**src/bphs_pkg.sv**
```systemverilog
`timescale 1ns / 1ps
package bphs_pkg;

	localparam int MAX_PATTERN_BYTES = 8;
	localparam int ADDRESS_BITS      = 48;
	localparam int HIST_BITS         = 8 * MAX_PATTERN_BYTES;

	localparam int PATTERN_BITS = 64;
	localparam int LEN_BITS     = 4;
	localparam int COUNT_BITS   = 16;
	localparam int CFG_DATA_BITS = 64;
	localparam int CFG_IDX_BITS  = 2;

	localparam logic [LEN_BITS-1:0]   PATTERN_LENGTH_RESET = 4'd1;
	localparam logic [COUNT_BITS-1:0] HIT_LIMIT_RESET      = 16'd1024;

	localparam logic KIND_HIT     = 1'b0;
	localparam logic KIND_SUMMARY = 1'b1;

	typedef enum logic [CFG_IDX_BITS-1:0] {
		CFG_PATTERN_BYTES  = 2'd0,
		CFG_PATTERN_LENGTH = 2'd1,
		CFG_HIT_LIMIT      = 2'd2
	} cfg_reg_t;

	typedef struct packed {
		logic [7:0]              data_byte;
		logic [ADDRESS_BITS-1:0] region_base;
		logic [ADDRESS_BITS-1:0] region_limit;
		logic                    region_first;
		logic                    scan_last;
	} scan_item_t;

	typedef struct packed {
		logic                    result_kind;
		logic [ADDRESS_BITS-1:0] hit_address;
		logic [ADDRESS_BITS-1:0] hit_region_base;
		logic [ADDRESS_BITS-1:0] hit_region_limit;
		logic [COUNT_BITS-1:0]   hit_number;
		logic                    is_last;
	} result_t;

endpackage

```
**src/bphs_ifs.sv**
```systemverilog
`timescale 1ns / 1ps
interface bphs_scan_if;
	import bphs_pkg::*;
	logic       valid;
	logic       ready;
	scan_item_t payload;
	modport source (output valid, output payload, input ready);
	modport sink (input valid, input payload, output ready);
endinterface

interface bphs_result_if;
	import bphs_pkg::*;
	logic    valid;
	logic    ready;
	result_t payload;
	modport source (output valid, output payload, input ready);
	modport sink (input valid, input payload, output ready);
endinterface

interface bphs_cfg_if;
	import bphs_pkg::*;
	logic                     valid;
	logic                     ready;
	logic [CFG_IDX_BITS-1:0]  index;
	logic [CFG_DATA_BITS-1:0] data;
	modport source (output valid, output index, output data, input ready);
	modport sink (input valid, input index, input data, output ready);
endinterface

```
**src/byte_pattern_hit_scanner_unit.sv**
```systemverilog
// Channel   Dir   Payload                          Request accepted on
// scan      in    byte, region bounds, flags       valid && ready
// result    out   hit record or scan summary       valid && ready
// cfg       in    register index, write data       valid && ready (ready always high)
//
// One byte is taken per cycle while scan.ready is high and held in the input stage.
// Its results then enter the result queue; a last-byte hit adds the hit, then the summary.
// Throughput is set by the single input stage and a three-entry result queue.
// Reset loads the register defaults and clears the scan state at once, no clearing pass.
// A stalled result side fills the queue, then holds the input stage and drops scan.ready.
`timescale 1ns / 1ps
module byte_pattern_hit_scanner_unit (
	input  logic               clk,
	input  logic               arst_n,
	bphs_scan_if.sink          scan,
	bphs_result_if.source      result,
	bphs_cfg_if.sink           cfg
);
	import bphs_pkg::*;

	localparam int QUEUE_DEPTH = 3;
	localparam int CNT_BITS    = $clog2(QUEUE_DEPTH + 1);
	localparam int IDX_BITS    = $clog2(QUEUE_DEPTH);

	// configuration
	logic [PATTERN_BITS-1:0] pattern_q;
	logic [LEN_BITS-1:0]     pattern_len_q;
	logic [COUNT_BITS-1:0]   hit_limit_q;

	// scan state
	logic [HIST_BITS-1:0]    history_q;
	logic [ADDRESS_BITS-1:0] offset_q;
	logic [COUNT_BITS-1:0]   hits_q;
	logic                    limit_q;

	// input stage
	logic       valid_s1;
	scan_item_t item_s1;

	// result queue, head at entry 0
	result_t             queue_q [QUEUE_DEPTH];
	result_t             queue_n [QUEUE_DEPTH];
	logic [CNT_BITS-1:0] count_q;
	logic [CNT_BITS-1:0] count_n;

	logic [LEN_BITS-1:0]     len_eff;
	logic [LEN_BITS-1:0]     len_m1;
	logic [LEN_BITS-1:0]     drop_bytes;
	logic [HIST_BITS-1:0]    hist_base;
	logic [HIST_BITS-1:0]    hist_new;
	logic [ADDRESS_BITS-1:0] off;
	logic [ADDRESS_BITS-1:0] off_next;
	logic [PATTERN_BITS-1:0] window;
	logic [PATTERN_BITS-1:0] mask;
	logic                    lim;
	logic                    hit;
	logic                    lim_after;
	logic [COUNT_BITS:0]     hits_inc;
	logic [COUNT_BITS-1:0]   hits_after;
	logic [1:0]              nres;
	logic                    fire;
	logic                    pop;
	result_t                 res_hit;
	result_t                 res_sum;
	result_t                 res0;

	always_comb begin
		if (pattern_len_q == '0) begin
			len_eff = LEN_BITS'(1);
		end else if (pattern_len_q > LEN_BITS'(MAX_PATTERN_BYTES)) begin
			len_eff = LEN_BITS'(MAX_PATTERN_BYTES);
		end else begin
			len_eff = pattern_len_q;
		end
		len_m1     = len_eff - LEN_BITS'(1);
		drop_bytes = LEN_BITS'(MAX_PATTERN_BYTES) - len_eff;

		hist_base = item_s1.region_first ? '0 : history_q;
		off       = item_s1.region_first ? '0 : offset_q;
		hist_new  = {item_s1.data_byte, hist_base[HIST_BITS-1:8]};
		off_next  = (off == '1) ? off : off + ADDRESS_BITS'(1);

		// newest len bytes, oldest of them in the low byte
		window = PATTERN_BITS'(hist_new >> {drop_bytes, 3'b000});
		for (int i = 0; i < PATTERN_BITS / 8; i++) begin
			mask[8*i +: 8] = (LEN_BITS'(i) < len_eff) ? 8'hFF : 8'h00;
		end

		lim = limit_q || (hits_q >= hit_limit_q);
		hit = !lim && (off >= ADDRESS_BITS'(len_m1))
			&& ((window & mask) == (pattern_q & mask));

		hits_inc   = {1'b0, hits_q} + (COUNT_BITS + 1)'(1);
		hits_after = hit ? hits_inc[COUNT_BITS-1:0] : hits_q;
		lim_after  = lim || (hit && (hits_inc >= {1'b0, hit_limit_q}));

		res_hit.result_kind      = KIND_HIT;
		res_hit.hit_address      = item_s1.region_base + off - ADDRESS_BITS'(len_m1);
		res_hit.hit_region_base  = item_s1.region_base;
		res_hit.hit_region_limit = item_s1.region_limit;
		res_hit.hit_number       = hits_q;
		res_hit.is_last          = !item_s1.scan_last;

		res_sum.result_kind      = KIND_SUMMARY;
		res_sum.hit_address      = '0;
		res_sum.hit_region_base  = '0;
		res_sum.hit_region_limit = '0;
		res_sum.hit_number       = hits_after;
		res_sum.is_last          = 1'b1;

		res0 = hit ? res_hit : res_sum;
		nres = {1'b0, hit} + {1'b0, item_s1.scan_last};
	end

	// the free-space check uses the registered count only, so no path runs from result.ready
	assign fire = valid_s1
		&& (({1'b0, count_q} + (CNT_BITS + 1)'(nres)) <= (CNT_BITS + 1)'(QUEUE_DEPTH));
	assign pop  = result.valid && result.ready;

	assign scan.ready     = !valid_s1 || fire;
	assign cfg.ready      = 1'b1;
	assign result.valid   = (count_q != '0);
	assign result.payload = queue_q[0];

	always_comb begin
		queue_n = queue_q;
		count_n = count_q;
		if (pop) begin
			for (int i = 0; i < QUEUE_DEPTH - 1; i++) begin
				queue_n[i] = queue_q[i + 1];
			end
			count_n = count_q - CNT_BITS'(1);
		end
		if (fire && nres != 2'd0) begin
			queue_n[count_n[IDX_BITS-1:0]] = res0;
			if (nres == 2'd2) begin
				queue_n[count_n[IDX_BITS-1:0] + IDX_BITS'(1)] = res_sum;
			end
			count_n = count_n + CNT_BITS'(nres);
		end
	end

	always_ff @(posedge clk) begin
		queue_q <= queue_n;
		if (scan.valid && scan.ready) begin
			item_s1 <= scan.payload;
		end
	end

	always_ff @(posedge clk or negedge arst_n) begin
		if (!arst_n) begin
			pattern_q     <= '0;
			pattern_len_q <= PATTERN_LENGTH_RESET;
			hit_limit_q   <= HIT_LIMIT_RESET;
			history_q     <= '0;
			offset_q      <= '0;
			hits_q        <= '0;
			limit_q       <= 1'b0;
			valid_s1      <= 1'b0;
			count_q       <= '0;
		end else begin
			count_q <= count_n;
			if (scan.ready) begin
				valid_s1 <= scan.valid;
			end
			if (cfg.valid && cfg.ready) begin
				case (cfg.index)
					CFG_PATTERN_BYTES:  pattern_q     <= cfg.data[PATTERN_BITS-1:0];
					CFG_PATTERN_LENGTH: pattern_len_q <= cfg.data[LEN_BITS-1:0];
					CFG_HIT_LIMIT:      hit_limit_q   <= cfg.data[COUNT_BITS-1:0];
					default: ;
				endcase
			end
			if (fire) begin
				if (item_s1.scan_last) begin
					history_q <= '0;
					offset_q  <= '0;
					hits_q    <= '0;
					limit_q   <= 1'b0;
				end else begin
					history_q <= hist_new;
					offset_q  <= off_next;
					hits_q    <= hits_after;
					limit_q   <= lim_after;
				end
			end
		end
	end

	a_queue_bound: assert property (@(posedge clk) disable iff (!arst_n)
		count_q <= CNT_BITS'(QUEUE_DEPTH))
		else $error("result queue overfilled");

	a_scan_clears: assert property (@(posedge clk) disable iff (!arst_n)
		fire && item_s1.scan_last |=> hits_q == '0 && offset_q == '0 && !limit_q)
		else $error("scan state not cleared after summary");

	a_no_hit_past_limit: assert property (@(posedge clk) disable iff (!arst_n)
		valid_s1 && limit_q |-> !hit)
		else $error("hit recorded past the limit");

	a_summary_last: assert property (@(posedge clk) disable iff (!arst_n)
		pop && result.payload.result_kind == KIND_SUMMARY |-> result.payload.is_last)
		else $error("summary not marked last");

endmodule
```
**src/flat_wrapper.sv**
```systemverilog
// flat-port wrapper written by rule: the top's interface ports become plain ports
module byte_pattern_hit_scanner_unit_flat import bphs_pkg::*;
  (clk, arst_n, scan_valid, scan_payload, scan_ready, result_valid, result_payload, result_ready, cfg_valid, cfg_index, cfg_data, cfg_ready);
  bphs_scan_if scan_i ();
  bphs_result_if result_i ();
  bphs_cfg_if cfg_i ();
  input  logic clk;
  input  logic arst_n;
  input wire logic [$bits(scan_i.valid)-1:0] scan_valid;
  input wire logic [$bits(scan_i.payload)-1:0] scan_payload;
  output wire logic [$bits(scan_i.ready)-1:0] scan_ready;
  output wire logic [$bits(result_i.valid)-1:0] result_valid;
  output wire logic [$bits(result_i.payload)-1:0] result_payload;
  input wire logic [$bits(result_i.ready)-1:0] result_ready;
  input wire logic [$bits(cfg_i.valid)-1:0] cfg_valid;
  input wire logic [$bits(cfg_i.index)-1:0] cfg_index;
  input wire logic [$bits(cfg_i.data)-1:0] cfg_data;
  output wire logic [$bits(cfg_i.ready)-1:0] cfg_ready;
  assign scan_i.valid = scan_valid;
  assign scan_i.payload = scan_payload;
  assign scan_ready = scan_i.ready;
  assign result_valid = result_i.valid;
  assign result_payload = result_i.payload;
  assign result_i.ready = result_ready;
  assign cfg_i.valid = cfg_valid;
  assign cfg_i.index = cfg_index;
  assign cfg_i.data = cfg_data;
  assign cfg_ready = cfg_i.ready;
  byte_pattern_hit_scanner_unit u_core (.clk(clk), .arst_n(arst_n), .scan(scan_i), .result(result_i), .cfg(cfg_i));
endmodule
```
**config.mk**
```make
export PLATFORM = sky130hd
export DESIGN_NAME = byte_pattern_hit_scanner_unit_flat
export DESIGN_NICKNAME = d
export VERILOG_FILES = /design/src/bphs_pkg.sv /design/src/bphs_ifs.sv /design/src/byte_pattern_hit_scanner_unit.sv /design/src/flat_wrapper.sv
export SDC_FILE = /design/constraint.sdc
export NUM_CORES = 2
export LEC_CHECK = 0
export ABC_AREA = 1
export BUFFER_PORTS_ARGS = -buffer_cell sky130_fd_sc_hd__buf_2
export CORE_MARGIN = 10
export CORE_UTILIZATION = 40
export CTS_CLUSTER_DIAMETER = 80
export CTS_CLUSTER_SIZE = 20
export DETAILED_ROUTE_END_ITERATION = 7
export PLACE_DENSITY = 0.66
export SLEW_MARGIN = 15
export SYNTH_ARGS = -nofsm -noshare
export SYNTH_HDL_FRONTEND = slang
export SYNTH_SLANG_ARGS = --single-unit
```
**constraint.sdc**
```tcl
create_clock -name clk -period 11.1 [get_ports clk]
set_input_delay 1.11 -clock clk [delete_from_list [all_inputs] [get_ports clk]]
set_output_delay 1.11 -clock clk [all_outputs]
set_load 0.01 [all_outputs]
```
==> results <==
- The clock passes through at most 3 buffers.
- The arrival time of data at the critical path endpoint is 9.46 ns.
- Once detailed placement completed, the half-perimeter wirelength came to 108000 um.
- The cell at the root of the clock tree is sky130_fd_sc_hd__clkbuf_16.
- The sequential area share after synthesis is 40.8%.
- In this run the standard cell core region covers 120000 um^2.
- In the routed design, unresolved DRC markers number 0.
- The final worst-path cycle share is 80.2%.
- The core utilization of the finished layout is 43.0%.
- The top-level port count is 342.
- The clock-pin transition on the worst setup and hold timing paths is 0.09 ns.
- The design draws 12.6 mW.
- Clock skew on the completed layout was measured at 0.0419 ns.
- The required time at the worst-slack endpoint is 11.66 ns.
- The count of cells resized by post-cts repair is 0.
- The H-tree depth is 2.
- The average routed wire per standard cell is 19.3 um.
- The highest clock frequency the design can meet is 0.112 GHz.
- The floorplan has 127 rows.
- The floorplan step defined a die boundary enclosing 135000 um^2.
- The run finished with clean final reports.
- The via count of the first global-routing pass is 42300.
- The netlist area before placement is 48400 um^2.
- The setup TNS is 0 ns.
- The launching point of the worst reg2reg path is u_core.pattern_len_q[3]$_DFFE_PN0P_.
- The max-slew violation count is 0.
- The routability congestion estimate is 0.953.
- The max-slew headroom at the worst pin is 20.0%.
- After detailed routing, the total wire length is 160000 um.
- The category of the worst setup path capture point is a flop.
- The detailed-route vias per instance is 5.43.
- The count of routing violations after the opening detailed-route iteration is 4867.
- The number of routed nets with antenna violations is 0.
- The dominant register cell in the synthesized netlist is sky130_fd_sc_hd__dfxtp_1.
- The worst setup path is launched from a flop.
- The count of endpoints failing hold in the final timing report is 0.
- The number of detailed-routing iterations run before antenna repair is 6.
- TritonCTS created 55 clock buffers.
- The minimum clock period is 8.90 ns.
- Compared with the post-synthesis result, the final layout area differs by 6.65%.
- The CTS tree is yes.
- Setup violations remaining at the end of the flow were counted as 0.
- Buffers inserted to repair hold after CTS numbered 0.
- The slowest stage of the critical path belongs to the cell sky130_fd_sc_hd__inv_2.
- For this run the aggregate overflow at the end of global routing stands at 0.
- The delay of the slowest critical-path stage is 0.85 ns.
- The number of antenna violations at the first check in global routing is 1.
- The layout cell share with drive strength beyond 1 is 9.06%.
- The worst-case IR drop observed on VDD is 0.222 mV.
- The filler cells instantiated in the layout total 12400.
- The number of max-capacitance violations reported is 0.
- The met1 track demand over resource in global routing is 30.0%.
- After synthesis, the share of flip-flops with an asynchronous set or reset is 26.0%.
- The min-delay analysis places its worst path in the category in2async.
- The clock latency of the later-clocked register in the worst-skew pair is 0.70 ns.
- The average size of a mapped cell is 7.18 um^2.
- The number of clock sinks seen by CTS is 800.
- The Yosys warning count is 0.
- Of all nets on the critical path, the largest fanout is 155.
- Detailed routing inserted a total of 45100 vias.
- Entering global routing, the biggest net connects 190 pins.
- The first global-routing pass estimated 247000 um of wire.
- For this run, the post-layout net count is 6968.
- Global routing used 2.69% of the available met3 tracks.
- The global router's overall resource usage is 22.5%.
- The distinct cell type count of the synthesized netlist is 56.
- Setup repair after global routing left no endpoint under its margin.
- Synthesis inferred 800 register bits.
- For the pin with the worst max-slew slack, the measured transition is 1.19 ns.
- The die is 368 um tall.
- Buffers placed on the I/O ports in this run total 340.
- Summed over all cells, the static leakage comes to 22.9 nW.
- Yosys mapped a number of flops with a built-in enable equal to 268.
- The layer flagged by global routing as most heavily used is met2.
- The instance count of the mapped netlist is 6744.
- For this design the ratio of total power to cell area is 244 nW/um^2.
- The met2 capacity usage during global routing is 37.2%.
- The width of the die is 368 um.
- For this configuration, the core starts out at a cell density of 40.3%.
- In this run the worst setup path begins at u_core.pattern_len_q[3]$_DFFE_PN0P_.
- The buffers inserted during post-CTS setup optimization is 0.
- The critical path in this run is classified as reg2reg.
-- cells in the mapped netlist, drive strengths merged (17+ instances only) --
| cell type | count | area (um^2) |
|---|---|---|
| o21ai | 824 | 4120 |
| clkbuf | 258 | 968 |
| or2 | 24 | 150 |
| nand2 | 1670 | 6280 |
| xnor2 | 32 | 280 |
| buf | 292 | 1900 |
| dfxtp | 324 | 6490 |
| nand4 | 118 | 738 |
| xor2 | 62 | 543 |
| nor2 | 479 | 1810 |
| a21oi | 558 | 2790 |
| o22ai | 47 | 294 |
| dfrtp | 206 | 5150 |
| a31oi | 17 | 106 |
| nand3b | 31 | 233 |
| nand3 | 464 | 2620 |
| ha | 141 | 1760 |
| inv | 754 | 2830 |
| nor3 | 47 | 240 |
| edfxtp | 268 | 8050 |
| o21bai | 19 | 143 |
| o211ai | 20 | 150 |
-- area by class of cell --
cell class              count  area (um^2)  area share [%]
flip-flops and latches    800        19700            38.2
clock inverters            25          273           0.528
inverters                 760         2860            5.54
diodes                      2         5.00         0.00969
well taps                1612         2020            3.90
repair buffers            393         2180            4.23
multi-input cells        4635        23100            44.7
clock buffers              77         1500            2.90
-- final timing paths --
path / slack [ns] / to / cells past startpoint
max: 2.20 / u_core.queue_q[319]$_DFF_P_ / 27
min in group clk: 0.49 / u_core.limit_q$_DFFE_PN0P_ / 2
max reg2reg: 2.20 / u_core.queue_q[319]$_DFF_P_ / 27
min reg2reg: 0.49 / u_core.limit_q$_DFFE_PN0P_ / 2
max in group asynchronous: 9.22 / u_core.history_q[44]$_DFFE_PN0P_ / 2
min: 0.46 / u_core.hit_limit_q[12]$_DFFE_PN0P_ / 1
-- cells in the final DEF, fill, tap and decap left out, types with 22 or more instances in the layout --
cell | netlist | final
sky130_fd_sc_hd__a21oi_1 | 558 | 557
sky130_fd_sc_hd__nand3_2 | 59 | 59
sky130_fd_sc_hd__nand4_1 | 118 | 118
sky130_fd_sc_hd__inv_1 | 744 | 741
sky130_fd_sc_hd__xor2_1 | 62 | 62
sky130_fd_sc_hd__ha_1 | 141 | 139
sky130_fd_sc_hd__nand2_1 | 1667 | 1664
sky130_fd_sc_hd__nor3_1 | 46 | 46
sky130_fd_sc_hd__o21ai_1 | 141 | 140
sky130_fd_sc_hd__dfrtp_1 | 206 | 206
sky130_fd_sc_hd__nand3b_1 | 31 | 31
sky130_fd_sc_hd__o21ai_0 | 683 | 683
sky130_fd_sc_hd__buf_4 | 178 | 47
sky130_fd_sc_hd__xnor2_1 | 32 | 32
sky130_fd_sc_hd__edfxtp_1 | 268 | 268
sky130_fd_sc_hd__nand3_1 | 405 | 405
sky130_fd_sc_hd__buf_2 | 61 | 339
sky130_fd_sc_hd__clkbuf_16 | 0 | 56
sky130_fd_sc_hd__nor2_1 | 477 | 469
sky130_fd_sc_hd__dfxtp_1 | 324 | 324
sky130_fd_sc_hd__or2_2 | 22 | 22
sky130_fd_sc_hd__o22ai_1 | 47 | 47
-- registers in the layout (all words and copies together) (netlist names), 16 cells and up --
name / flops
u_core.history_q: 56
u_core.hit_limit_q: 16
u_core.hits_q: 16
u_core.item_s1: 98
u_core.offset_q: 48
u_core.pattern_q: 64
u_core.queue_q: 324
u_core.result.payload: 162
-- layer usage --
metal,part of all wire [%],vias up
met2,46,1681
met5,0.0069,-
met4,3.7,2
met1,43,21300
met3,6.4,233
li1,-,21800
-- per-stage QoR --
stage               hold slack [ns]  cell area, um^2  setup WS [ns]  std cells
CTS                           0.451            51700           2.36       8302
detailed placement            0.466            49900           2.38       8200
floorplan                     0.449            48400          0.549       6745
global placement              0.462            49900           2.62       8199
global route                  0.493            51700           1.48       8302
finish                        0.465            51700           2.20       8304
-- worst max-delay path, delay by kind of cell (launching register included) --
family          cells  cell delay (ns)
buf+inv             9             3.37
fa+ha+maj           4             1.76
compound gates      5             1.03
flops               1             0.77
simple gates        9             1.68
-- kinds of logic after synthesis --
logic type	share of synthesized area, %
AND/OR/NAND/NOR	25.3
AO/OA/AOI/OAI	16.3
buffers and inverters	11.8
flip-flops	40.8
adder cells (fa/ha/maj)	3.85
XOR/XNOR	1.70
multiplexers	0.320
other	0.0155
-- power by group --
part / switching [mW] / total (mW) / internal, mW
clock network: 1.18 / 2.17 / 0.991
logic: 4.17 / 5.96 / 1.78
registers: 0.416 / 4.47 / 4.05
total: 5.77 / 12.6 / 6.83
Power figures use the tool's default switching activity.
